## config.mk

```make
export PLATFORM = sky130hd
export DESIGN_NAME = lds_control
export DESIGN_NICKNAME = d
export VERILOG_FILES = /design/src/design/lds_pkg.sv /design/src/design/lds_control.sv
export VERILOG_INCLUDE_DIRS = /design/src /design/src/design
export SDC_FILE = /design/constraint.sdc
export NUM_CORES = 1
export LEC_CHECK = 0
export BUFFER_PORTS_ARGS = -buffer_cell sky130_fd_sc_hd__clkbuf_2
export CORE_AREA = 2 2 39 41
export DETAILED_ROUTE_END_ITERATION = 10
export DIE_AREA = 0 0 41 43
export PLACE_DENSITY_LB_ADDON = 0.1
export RECOVER_POWER = 25
export SETUP_SLACK_MARGIN = 0.5
export SYNTH_ARGS = -nofsm -noshare
export SYNTH_HDL_FRONTEND = slang
export SYNTH_SLANG_ARGS = --single-unit
```

## constraint.sdc

```tcl
create_clock -name clk -period 3 [get_ports clk]
set_clock_uncertainty 0.2 [all_clocks]
set_input_delay 0.9 -clock clk [delete_from_list [all_inputs] [get_ports clk]]
set_output_delay 0.9 -clock clk [all_outputs]
set_load 0.01 [all_outputs]
```

## src/design/lane_duplicate_suppression_macros.svh

```systemverilog
// Assertion macros shared by the lane duplicate suppression files.
// Depends on nothing.
`ifndef LANE_DUPLICATE_SUPPRESSION_MACROS_SVH
`define LANE_DUPLICATE_SUPPRESSION_MACROS_SVH
// Implication checked on every clock edge outside reset.
`define LDS_ASSERT_IMP(label, clk, rst_n, a, b) \
    label: assert property (@(posedge clk) disable iff (!rst_n) (a) |-> (b)) \
        else $error("lds check failed");
// Implication checked in the cycle after the antecedent.
`define LDS_ASSERT_NEXT(label, clk, rst_n, a, b) \
    label: assert property (@(posedge clk) disable iff (!rst_n) (a) |=> (b)) \
        else $error("lds check failed");
`endif

```

## src/design/lds_pkg.sv

```systemverilog
// Package for the lane duplicate suppression block: constants, codes and types.
// Depends on nothing.
`default_nettype none
package lds_pkg;
    localparam int MAX_LANES = 16;
    localparam int MAX_ROWS = 512;
    localparam int COLUMN_BITS = 12;
    localparam int LANE_W = $clog2(MAX_LANES);
    localparam int ROW_W = $clog2(MAX_ROWS);
    localparam int ADDR_W = LANE_W + ROW_W;
    localparam logic [10:0] RESET_CLOSE_DISTANCE = 11'd5;
    localparam logic [9:0] RESET_MIN_CLOSE_ROWS = 10'd20;

    localparam logic [1:0] KIND_HEADER = 2'd0;
    localparam logic [1:0] KIND_SAMPLE = 2'd1;
    localparam logic [1:0] KIND_FINISH = 2'd2;

    localparam logic [1:0] REG_CONF_FLOOR = 2'd0;
    localparam logic [1:0] REG_NEAR_LIMIT = 2'd1;
    localparam logic [1:0] REG_MIN_ROWS = 2'd2;

    typedef enum logic [2:0] {
        ST_LOAD,
        ST_PAIR,
        ST_SCAN,
        ST_DRAIN,
        ST_DECIDE,
        ST_EMIT
    } state_t;

    typedef struct packed {
        logic init_keep;
        logic pair_start;
        logic scan_step;
        logic decide;
        logic emit_start;
        logic emit_step;
        logic clear_set;
    } cmd_t;

    typedef struct packed {
        logic pair_done;
        logic scan_empty;
        logic scan_last;
        logic emit_done;
        logic emit_none;
    } status_t;
endpackage
`default_nettype wire

```

## src/design/lds_control.sv

```systemverilog
// Controller state machine for lane duplicate suppression.
// Depends on lds_pkg and lane_duplicate_suppression_macros.svh.
`default_nettype none
`include "lane_duplicate_suppression_macros.svh"
module lds_control (
    input  wire logic             clk,
    input  wire logic             rst_n,
    input  wire logic             in_valid,
    input  wire logic [1:0]       kind,
    output logic                  in_stall,
    output logic                  load_en,
    output logic                  out_valid,
    input  wire logic             out_stall,
    input  wire lds_pkg::status_t status,
    output lds_pkg::cmd_t         cmd
);
    import lds_pkg::*;

    state_t state_reg, state_next;
    logic [1:0] drain_reg, drain_next;

    always_ff @(posedge clk or negedge rst_n)
    begin
        if (!rst_n)
        begin
            state_reg <= ST_LOAD;
            drain_reg <= '0;
        end
        else
        begin
            state_reg <= state_next;
            drain_reg <= drain_next;
        end
    end

    always_comb
    begin
        state_next = state_reg;
        drain_next = drain_reg;
        cmd = '0;
        in_stall = 1'b1;
        load_en = 1'b0;
        out_valid = 1'b0;
        case (state_reg)
            ST_LOAD:
            begin
                in_stall = 1'b0;
                load_en = in_valid && kind != KIND_FINISH;
                if (in_valid && kind == KIND_FINISH)
                begin
                    cmd.init_keep = 1'b1;
                    state_next = ST_PAIR;
                end
            end
            ST_PAIR:
            begin
                if (status.pair_done)
                begin
                    cmd.emit_start = 1'b1;
                    state_next = ST_EMIT;
                end
                else
                begin
                    cmd.pair_start = 1'b1;
                    state_next = ST_SCAN;
                end
            end
            ST_SCAN:
            begin
                if (status.scan_empty)
                begin
                    state_next = ST_DECIDE;
                end
                else
                begin
                    cmd.scan_step = 1'b1;
                    if (status.scan_last)
                    begin
                        drain_next = 2'd3;
                        state_next = ST_DRAIN;
                    end
                end
            end
            ST_DRAIN:
            begin
                drain_next = drain_reg - 1'b1;
                if (drain_reg == 2'd1)
                begin
                    state_next = ST_DECIDE;
                end
            end
            ST_DECIDE:
            begin
                cmd.decide = 1'b1;
                state_next = ST_PAIR;
            end
            ST_EMIT:
            begin
                out_valid = !status.emit_none;
                if (status.emit_none || !out_stall)
                begin
                    if (status.emit_done)
                    begin
                        cmd.clear_set = 1'b1;
                        state_next = ST_LOAD;
                    end
                    else
                    begin
                        cmd.emit_step = 1'b1;
                    end
                end
            end
            default:
            begin
                state_next = ST_LOAD;
            end
        endcase
    end

    `LDS_ASSERT_IMP(a_no_load_busy, clk, rst_n, state_reg != ST_LOAD, in_stall)
    `LDS_ASSERT_IMP(a_out_only_emit, clk, rst_n, out_valid, state_reg == ST_EMIT)
    `LDS_ASSERT_NEXT(a_finish, clk, rst_n, cmd.init_keep, state_reg == ST_PAIR)
endmodule
`default_nettype wire

```

==> results of run 1 <==
## where the power goes
part	switching, µW	internal (µW)	leakage [µW]
Clock	24.3	50.1	0.0000150
Combinational	158	190	0.000273
Sequential	63.6	104	0.0000551
Total	246	344	0.000343
## layout by cell type, fill, tap and decap left out, drive strengths merged
cell / synthesis / final
nand2b: 2 / 2
nand3b: 1 / 1
o21a: 1 / 1
nor3: 1 / 1
ha: 1 / 1
o22a: 1 / 1
a21oi: 4 / 4
o31ai: 1 / 1
buf: 3 / 11
nor4b: 1 / 1
and3: 2 / 2
a21o: 1 / 1
nor4bb: 1 / 1
a221oi: 1 / 1
mux2: 1 / 1
inv: 4 / 4
clkbuf: 0 / 17
o22ai: 1 / 1
o21ai: 2 / 2
and2: 1 / 1
nor3b: 2 / 2
nand2: 6 / 6
nor2b: 3 / 3
nor2: 5 / 5
a31oi: 1 / 1
dfrtp: 5 / 5
## synthesized netlist by cell type, drive strengths merged
master / number / area, µm²
o21a: 1 / 7.51
nor2: 5 / 18.8
and3: 2 / 12.5
nor3b: 2 / 15.0
nor3: 1 / 10.0
nor2b: 3 / 21.3
buf: 3 / 23.8
nand2b: 2 / 12.5
a31oi: 1 / 6.26
a221oi: 1 / 15.0
a21oi: 4 / 23.8
dfrtp: 5 / 125
o31ai: 1 / 12.5
nor4b: 1 / 8.76
o21ai: 2 / 10.0
and2: 1 / 6.26
mux2: 1 / 15.0
nand2: 6 / 22.5
nand3b: 1 / 11.3
ha: 1 / 12.5
o22a: 1 / 8.76
inv: 4 / 15.0
a21o: 1 / 7.51
o22ai: 1 / 6.26
nor4bb: 1 / 10.0
## layout make-up
type / count / area, µm²
clock buffers: 4 / 26.3
fillers: 140 / 699
inverters: 4 / 15.0
multi-input cells: 40 / 338
flip-flops and latches: 5 / 129
well taps: 16 / 20.0
repair buffers: 24 / 156
## logic make-up (layout without fill, tap and decap cells)
group	Yosys count	after routing	synth area share, %
multiplexers	1	1	3.43
buffers and inverters	7	32	8.86
AO/OA/AOI/OAI	13	13	22.3
adder cells (fa/ha/maj)	1	1	2.86
flip-flops	5	5	28.6
AND/OR/NAND/NOR	25	25	34.0
## what timing repair did
action,4_1_cts,5_1_grt
pin swaps,1,2
endpoints found under the hold margin,0,0
endpoints found under the setup margin,7,7
buffers inserted,1,3
gates resized for setup,9,16
## layer usage
layer  track usage, %  vias to the layer above
met2             17.5                       12
met3             1.57                        0
met4             8.00                        0
met5                0                        -
met1             18.5                      201
li1                 -                      232
## worst max-delay path, stage by stage
cell and delay (ns):
buf_6 0.09, nand2b_4 0.13, and3_4 0.17, buf_6 0.11
## worst max path at each step
| stage | startpoint | endpoint | slack, ns | depth (start not counted) |
|---|---|---|---|---|
| 2_1_floorplan | status[4] | cmd[5] | 0.56 | 1 |
| 3_3_place_gp | status[0] | cmd[0] | 0.44 | 4 |
| 3_5_place_dp | kind[1] | cmd[6] | 0.43 | 4 |
| 4_1_cts | kind[1] | cmd[6] | 0.48 | 4 |
| 5_1_grt | status[0] | cmd[0] | 0.48 | 4 |
| 6_report | status[0] | cmd[0] | 0.50 | 4 |
## through the flow
stage                     hold WS, ns  setup slack, ns
after floorplan                 0.260            0.562
after global placement          0.281            0.441
after detailed placement        0.283            0.434
after CTS                       0.265            0.479
after global routing            0.317            0.475
final                           0.284            0.496
==> run metrics, run 1 <==
status finished clean; clock sinks 5; Core Box Area 1380 µm²; Cell variety after synth 29; Antenna Cells 0; fin util 49.5%; endpoints failing setup 0; TritonCTS clock tree built; R2R depth 5; Critical Path End Type output pin; worst hold path class register to register; Hold Path End drain_reg[1]$_DFFE_PN0P_; port bufs 20; hold_buf cts 0; CTS max path bufs 2; Nets 90; Initial Utilization 31.6%; Synth Cell Area 438 µm²; H-tree depth 1; register-to-register setup slack 1.23 ns; P per Cell Area 862 nW/µm²; global route overflow 0; row cnt 14; Area after DPL 534 µm²; met1 WL 408 µm; post-route cell area 684 µm²; Hold Vio Cnt, Final 0; Via density 4.78; Slew @ Worst Pin 0.282 ns; Max Fclk 0.399 GHz; I/O pin count 21; root buf cell clkbuf_4; Syn Inst Count 52; Pins Over Slew Limit 0; clock-pin slew on the worst setup and hold paths 0.04 ns; Avg Cell Area, Syn 8.42 µm²; Finished Layout Cells 93; RR Endpoint state_reg[0]$_DFFE_PN0P_; mean routed wirelength per cell 10.0 µm; Worst Hold Depth 1; vias 445; number of synthesized register bits 5; max reg flops 3; min cycle time layout 2.50 ns; Die Y 43 µm; Hold Crit Start drain_reg[1]$_DFFE_PN0P_; wire length on met2 464 µm; wire length of the first global-routing pass 1550 µm; Slew HR 81.1%; Cells after DPL 85; first-pass detailed-route iteration total 2; top layer in use met3; largest net degree at the start of global routing 17; GR Util All Layers 12.9%; Leak 0.000343 µW; Synth Warn # 0; final routed DRC violation total 0; sequential share of the synthesized area 28.6%; Worst EP required 1.90 ns; CP arrival 1.40 ns; Post-Route WL 930 µm; Fin Setup TNS 0 ns; layout cells sized above 1 54.5%; Die ar. 1760 µm²; Synth Net Count 64; Detail Route Antenna Nets 0; routability cong. 0.643; Peak VDD IR 0.396 mV; initial DRC count 4; clk_lat worst skew 0.23 ns; total CTS buffers 3; Worst Setup Start Kind primary input; number of global-route vias before repair 391; Power Total 590 µW; kind of critical path primary input to output pin; Layout area overhead 56.3%; initial antenna violation count 0; final worst path period share 83.5%; Max-cap violations 0; WL met3 57 µm; Die X 41 µm; Final HPWL DP 669 µm; unrepaired setup endpoints after global routing yes; FF-to-FF Start state_reg[0]$_DFFE_PN0P_; Crit Path Max Fanout 3
No activity file was read; power rests on OpenSTA's default activity.
==> run 2: changes to the inputs <==
Clock period 3 ns to 2.2 ns, I/O delays scaled along.
==> run metrics, run 2 (synthesis results as in run 1) <==
largest net degree at the start of global routing 9; number of global-route vias before repair 384; root buf cell clkbuf_4; H-tree depth 1; worst hold path class primary input to async pin; CP arrival 1.26 ns; CP max stage delay 0.45 ns; Hold Vio Cnt, Final 0; CP max stage cell dfrtp_2; initial DRC count 4; clk_lat worst skew 0.23 ns; Fin Setup TNS 0 ns; global route overflow 0; Worst Setup Start Kind register; min cycle time layout 2.12 ns; Initial Utilization 31.6%; layout cells sized above 1 67.8%; register-to-register setup slack 0.31 ns; routability cong. 0.712; Antenna Cells 0; mean routed wirelength per cell 11.1 µm; Critical Path End Type output pin; fin util 59.2%; commonest non-fill, non-tap cell in the layout clkbuf_2; commonest cells after routing, fill and taps aside 13 x clkbuf_2, 9 x buf_4, 6 x nand2_1, 6 x buf_6; I/O pin count 21; TritonCTS clock tree built; RR Endpoint state_reg[0]$_DFFE_PN0P_; vias 500; row cnt 14; CTS max path bufs 2; CP cell instances buf_4 -> nor4bb_4 -> buf_2; R2R depth 6; endpoints failing setup 0; Crit Path Max Fanout 4; Power Total 1080 µW; total CTS buffers 3; port bufs 20; Max Fclk 0.472 GHz; Post-Route WL 1150 µm; Max-cap violations 0; unrepaired setup endpoints after global routing yes; Pins Over Slew Limit 0; final routed DRC violation total 0; Slew HR 84.1%; wire length on met2 577 µm; Layout area overhead 87.1%; initial antenna violation count 0; max reg flops 3; Slew @ Worst Pin 0.238 ns; Final HPWL DP 732 µm; Peak VDD IR 0.658 mV; Die ar. 1760 µm²; Nets 100; Leak 0.000404 µW; clock sinks 5; Die X 41 µm; Core Box Area 1380 µm²; clock-pin slew on the worst setup and hold paths 0.04 ns; P per Cell Area 1320 nW/µm²; status finished clean; final worst path period share 96.4%; GR Util All Layers 13.4%; met1 WL 476 µm; Detail Route Antenna Nets 0; top layer in use met4; Via density 4.85; Worst EP required 1.34 ns; Die Y 43 µm; FF-to-FF Start state_reg[0]$_DFFE_PN0P_; WL met3 57 µm; wire length of the first global-routing pass 1560 µm; kind of critical path register to output pin; first-pass detailed-route iteration total 4
-- run 2: where the power goes --
part	switching (µW)	internal, µW
clock	32.5	68.2
sequential	74.0	142
combinational	321	444
total	427	655
-- run 2: stage by stage --
step           area (µm²)  cells  setup slack [ns]  hold WS (ns)
2_1_floorplan         526     52             0.357         0.164
3_3_place_gp          627     86             0.169         0.279
3_5_place_dp          627     86             0.159         0.277
4_1_cts               721     97            0.0615        0.0250
5_1_grt               820    103            0.0121        0.0565
6_report              820    103            0.0801        0.0560
-- run 2: area by class of cell --
class / count / area [µm²]
Clock buffer: 4 / 26.3
Fill cell: 130 / 564
Inverter: 4 / 15.0
Multi-Input combinational cell: 40 / 385
Sequential cell: 5 / 129
Tap cell: 16 / 20.0
Timing Repair Buffer: 34 / 244
-- run 2: how the worst max path moves through the flow --
| stage | startpoint | endpoint | cells after the start |
|---|---|---|---|
| after detailed placement | kind[0] | cmd[6] | 4 |
| final | state_reg[2]$_DFFE_PN0P_ | cmd[2] | 3 |
| after CTS | state_reg[0]$_DFFE_PN0P_ | cmd[6] | 3 |
| after global placement | state_reg[2]$_DFFE_PN0P_ | cmd[0] | 4 |
| after global routing | state_reg[1]$_DFFE_PN0P_ | load_en | 4 |
| after floorplan | kind[1] | cmd[6] | 2 |
-- run 2: what timing repair did --
item | 4_1_cts | 5_1_grt
resized for setup | 6 | 15
pin swaps | 3 | 6
buffers inserted | 7 | 6
endpoints found under the setup margin | 11 | 13
hold buffers | 0 | 0
-- run 2: metal layers --
metal,vias up,global-route usage (%)
li1,252,-
met1,226,17.2
met2,18,19.4
met3,4,0
met4,0,12.0
met5,-,0
-- run 2: critical path: cells and delay by family, from the launching register on --
kind          cells  cell delay, ns
flops             1            0.45
simple gates      1            0.25
buf+inv           2            0.33
==> run 3: changes to the inputs <==
Clock period 2.2 ns to 2.28 ns, I/O delays scaled along.
==> run metrics, run 3 (synthesis results as in run 1) <==
Layout area overhead 64.6%; CTS max path bufs 2; unrepaired setup endpoints after global routing yes; Die ar. 1760 µm²; R2R depth 6; row cnt 14; kind of critical path register to output pin; Die X 41 µm; mean routed wirelength per cell 10.5 µm; commonest non-fill, non-tap cell in the layout clkbuf_2; GR Util All Layers 14.1%; clock sinks 5; Leak 0.000366 µW; final worst path period share 94.2%; Worst Setup Start Kind register; H-tree depth 1; vias 459; final routed DRC violation total 0; first-pass detailed-route iteration total 4; Via density 4.64; Max-cap violations 0; largest net degree at the start of global routing 10; max reg flops 3; Core Box Area 1380 µm²; Max Fclk 0.466 GHz; TritonCTS clock tree built; clock-pin slew on the worst setup and hold paths 0.04 ns; RR Endpoint state_reg[0]$_DFFE_PN0P_; status finished clean; Peak VDD IR 0.687 mV; number of global-route vias before repair 427; P per Cell Area 1230 nW/µm²; root buf cell clkbuf_4; hold_buf cts 0; FF-to-FF Start state_reg[0]$_DFFE_PN0P_; initial antenna violation count 0; register-to-register setup slack 0.39 ns; min cycle time layout 2.15 ns; initial DRC count 5; Pins Over Slew Limit 0; endpoints failing setup 0; Antenna Cells 0; Slew HR 81.4%; Slew @ Worst Pin 0.277 ns; Nets 96; routability cong. 0.647; layout cells sized above 1 62.7%; clk_lat worst skew 0.24 ns; Power Total 883 µW; worst hold path class primary input to async pin; Critical Path End Type output pin; total CTS buffers 3; port bufs 20; CP arrival 1.26 ns; commonest cells after routing, fill and taps aside 15 x clkbuf_2, 9 x buf_4, 6 x nand2_1; global route overflow 0; Die Y 43 µm; I/O pin count 21; Initial Utilization 31.6%; Fin Setup TNS 0 ns; Worst EP required 1.40 ns; Detail Route Antenna Nets 0; wire length of the first global-routing pass 1700 µm; Hold Vio Cnt, Final 0; Final HPWL DP 776 µm; Crit Path Max Fanout 7; Post-Route WL 1040 µm
[run 3: repair_timing]
item                       CTS  global route
setup endpoints to repair   11            11
buffers inserted             7             1
resized for setup            3             5
pin swaps                    3             2
[run 3: worst max-delay path by stage]
stage / start / endpoint / slack [ns] / cells after the start
6_report: state_reg[0]$_DFFE_PN0P_ / cmd[6] / 0.13 / 3
3_5_place_dp: kind[0] / cmd[6] / 0.20 / 4
3_3_place_gp: status[4] / cmd[5] / 0.21 / 3
5_1_grt: state_reg[0]$_DFFE_PN0P_ / load_en / 0.04 / 4
4_1_cts: state_reg[0]$_DFFE_PN0P_ / cmd[6] / 0.10 / 3
2_1_floorplan: kind[1] / cmd[6] / 0.40 / 2
[run 3: layout make-up]
type                            instances  area, µm²
Multi-Input combinational cell         40        353
Tap cell                               16       20.0
Inverter                                4       15.0
Clock buffer                            4       26.3
Fill cell                             137        663
Sequential cell                         5        129
Timing Repair Buffer                   30        178
[run 3: where the power goes]
part | internal (µW) | switching (µW)
Combinational | 324 | 236
Sequential | 137 | 84.9
Clock | 66.1 | 35.3
[run 3: routing by layer]
| layer | wire, µm | GRT usage (%) | up-vias |
|---|---|---|---|
| li1 | - | - | 243 |
| met1 | 467 | 17.5 | 205 |
| met2 | 524 | 22.2 | 11 |
| met3 | 48 | 3.14 | 0 |
| met4 | 0 | 6.00 | 0 |
| met5 | 0 | 0 | - |
[run 3: critical path, cell delays in order, from the launching register on]
cell,delay [ns]
dfrtp_2,0.47
nor3_4,0.23
and3_4,0.20
clkbuf_2,0.12
[run 3: per-stage QoR]
stage               cells  instance area, µm²  util [%]  setup slack (ns)  hold slack [ns]
detailed placement     87                 621      44.8             0.205            0.290
finish                 99                 721      52.1             0.133           0.0891
global route           99                 721      52.1            0.0434           0.0990
global placement       87                 621      44.8             0.212            0.278
floorplan              52                 509         -             0.402            0.188
CTS                    98                 711      51.4             0.101           0.0445
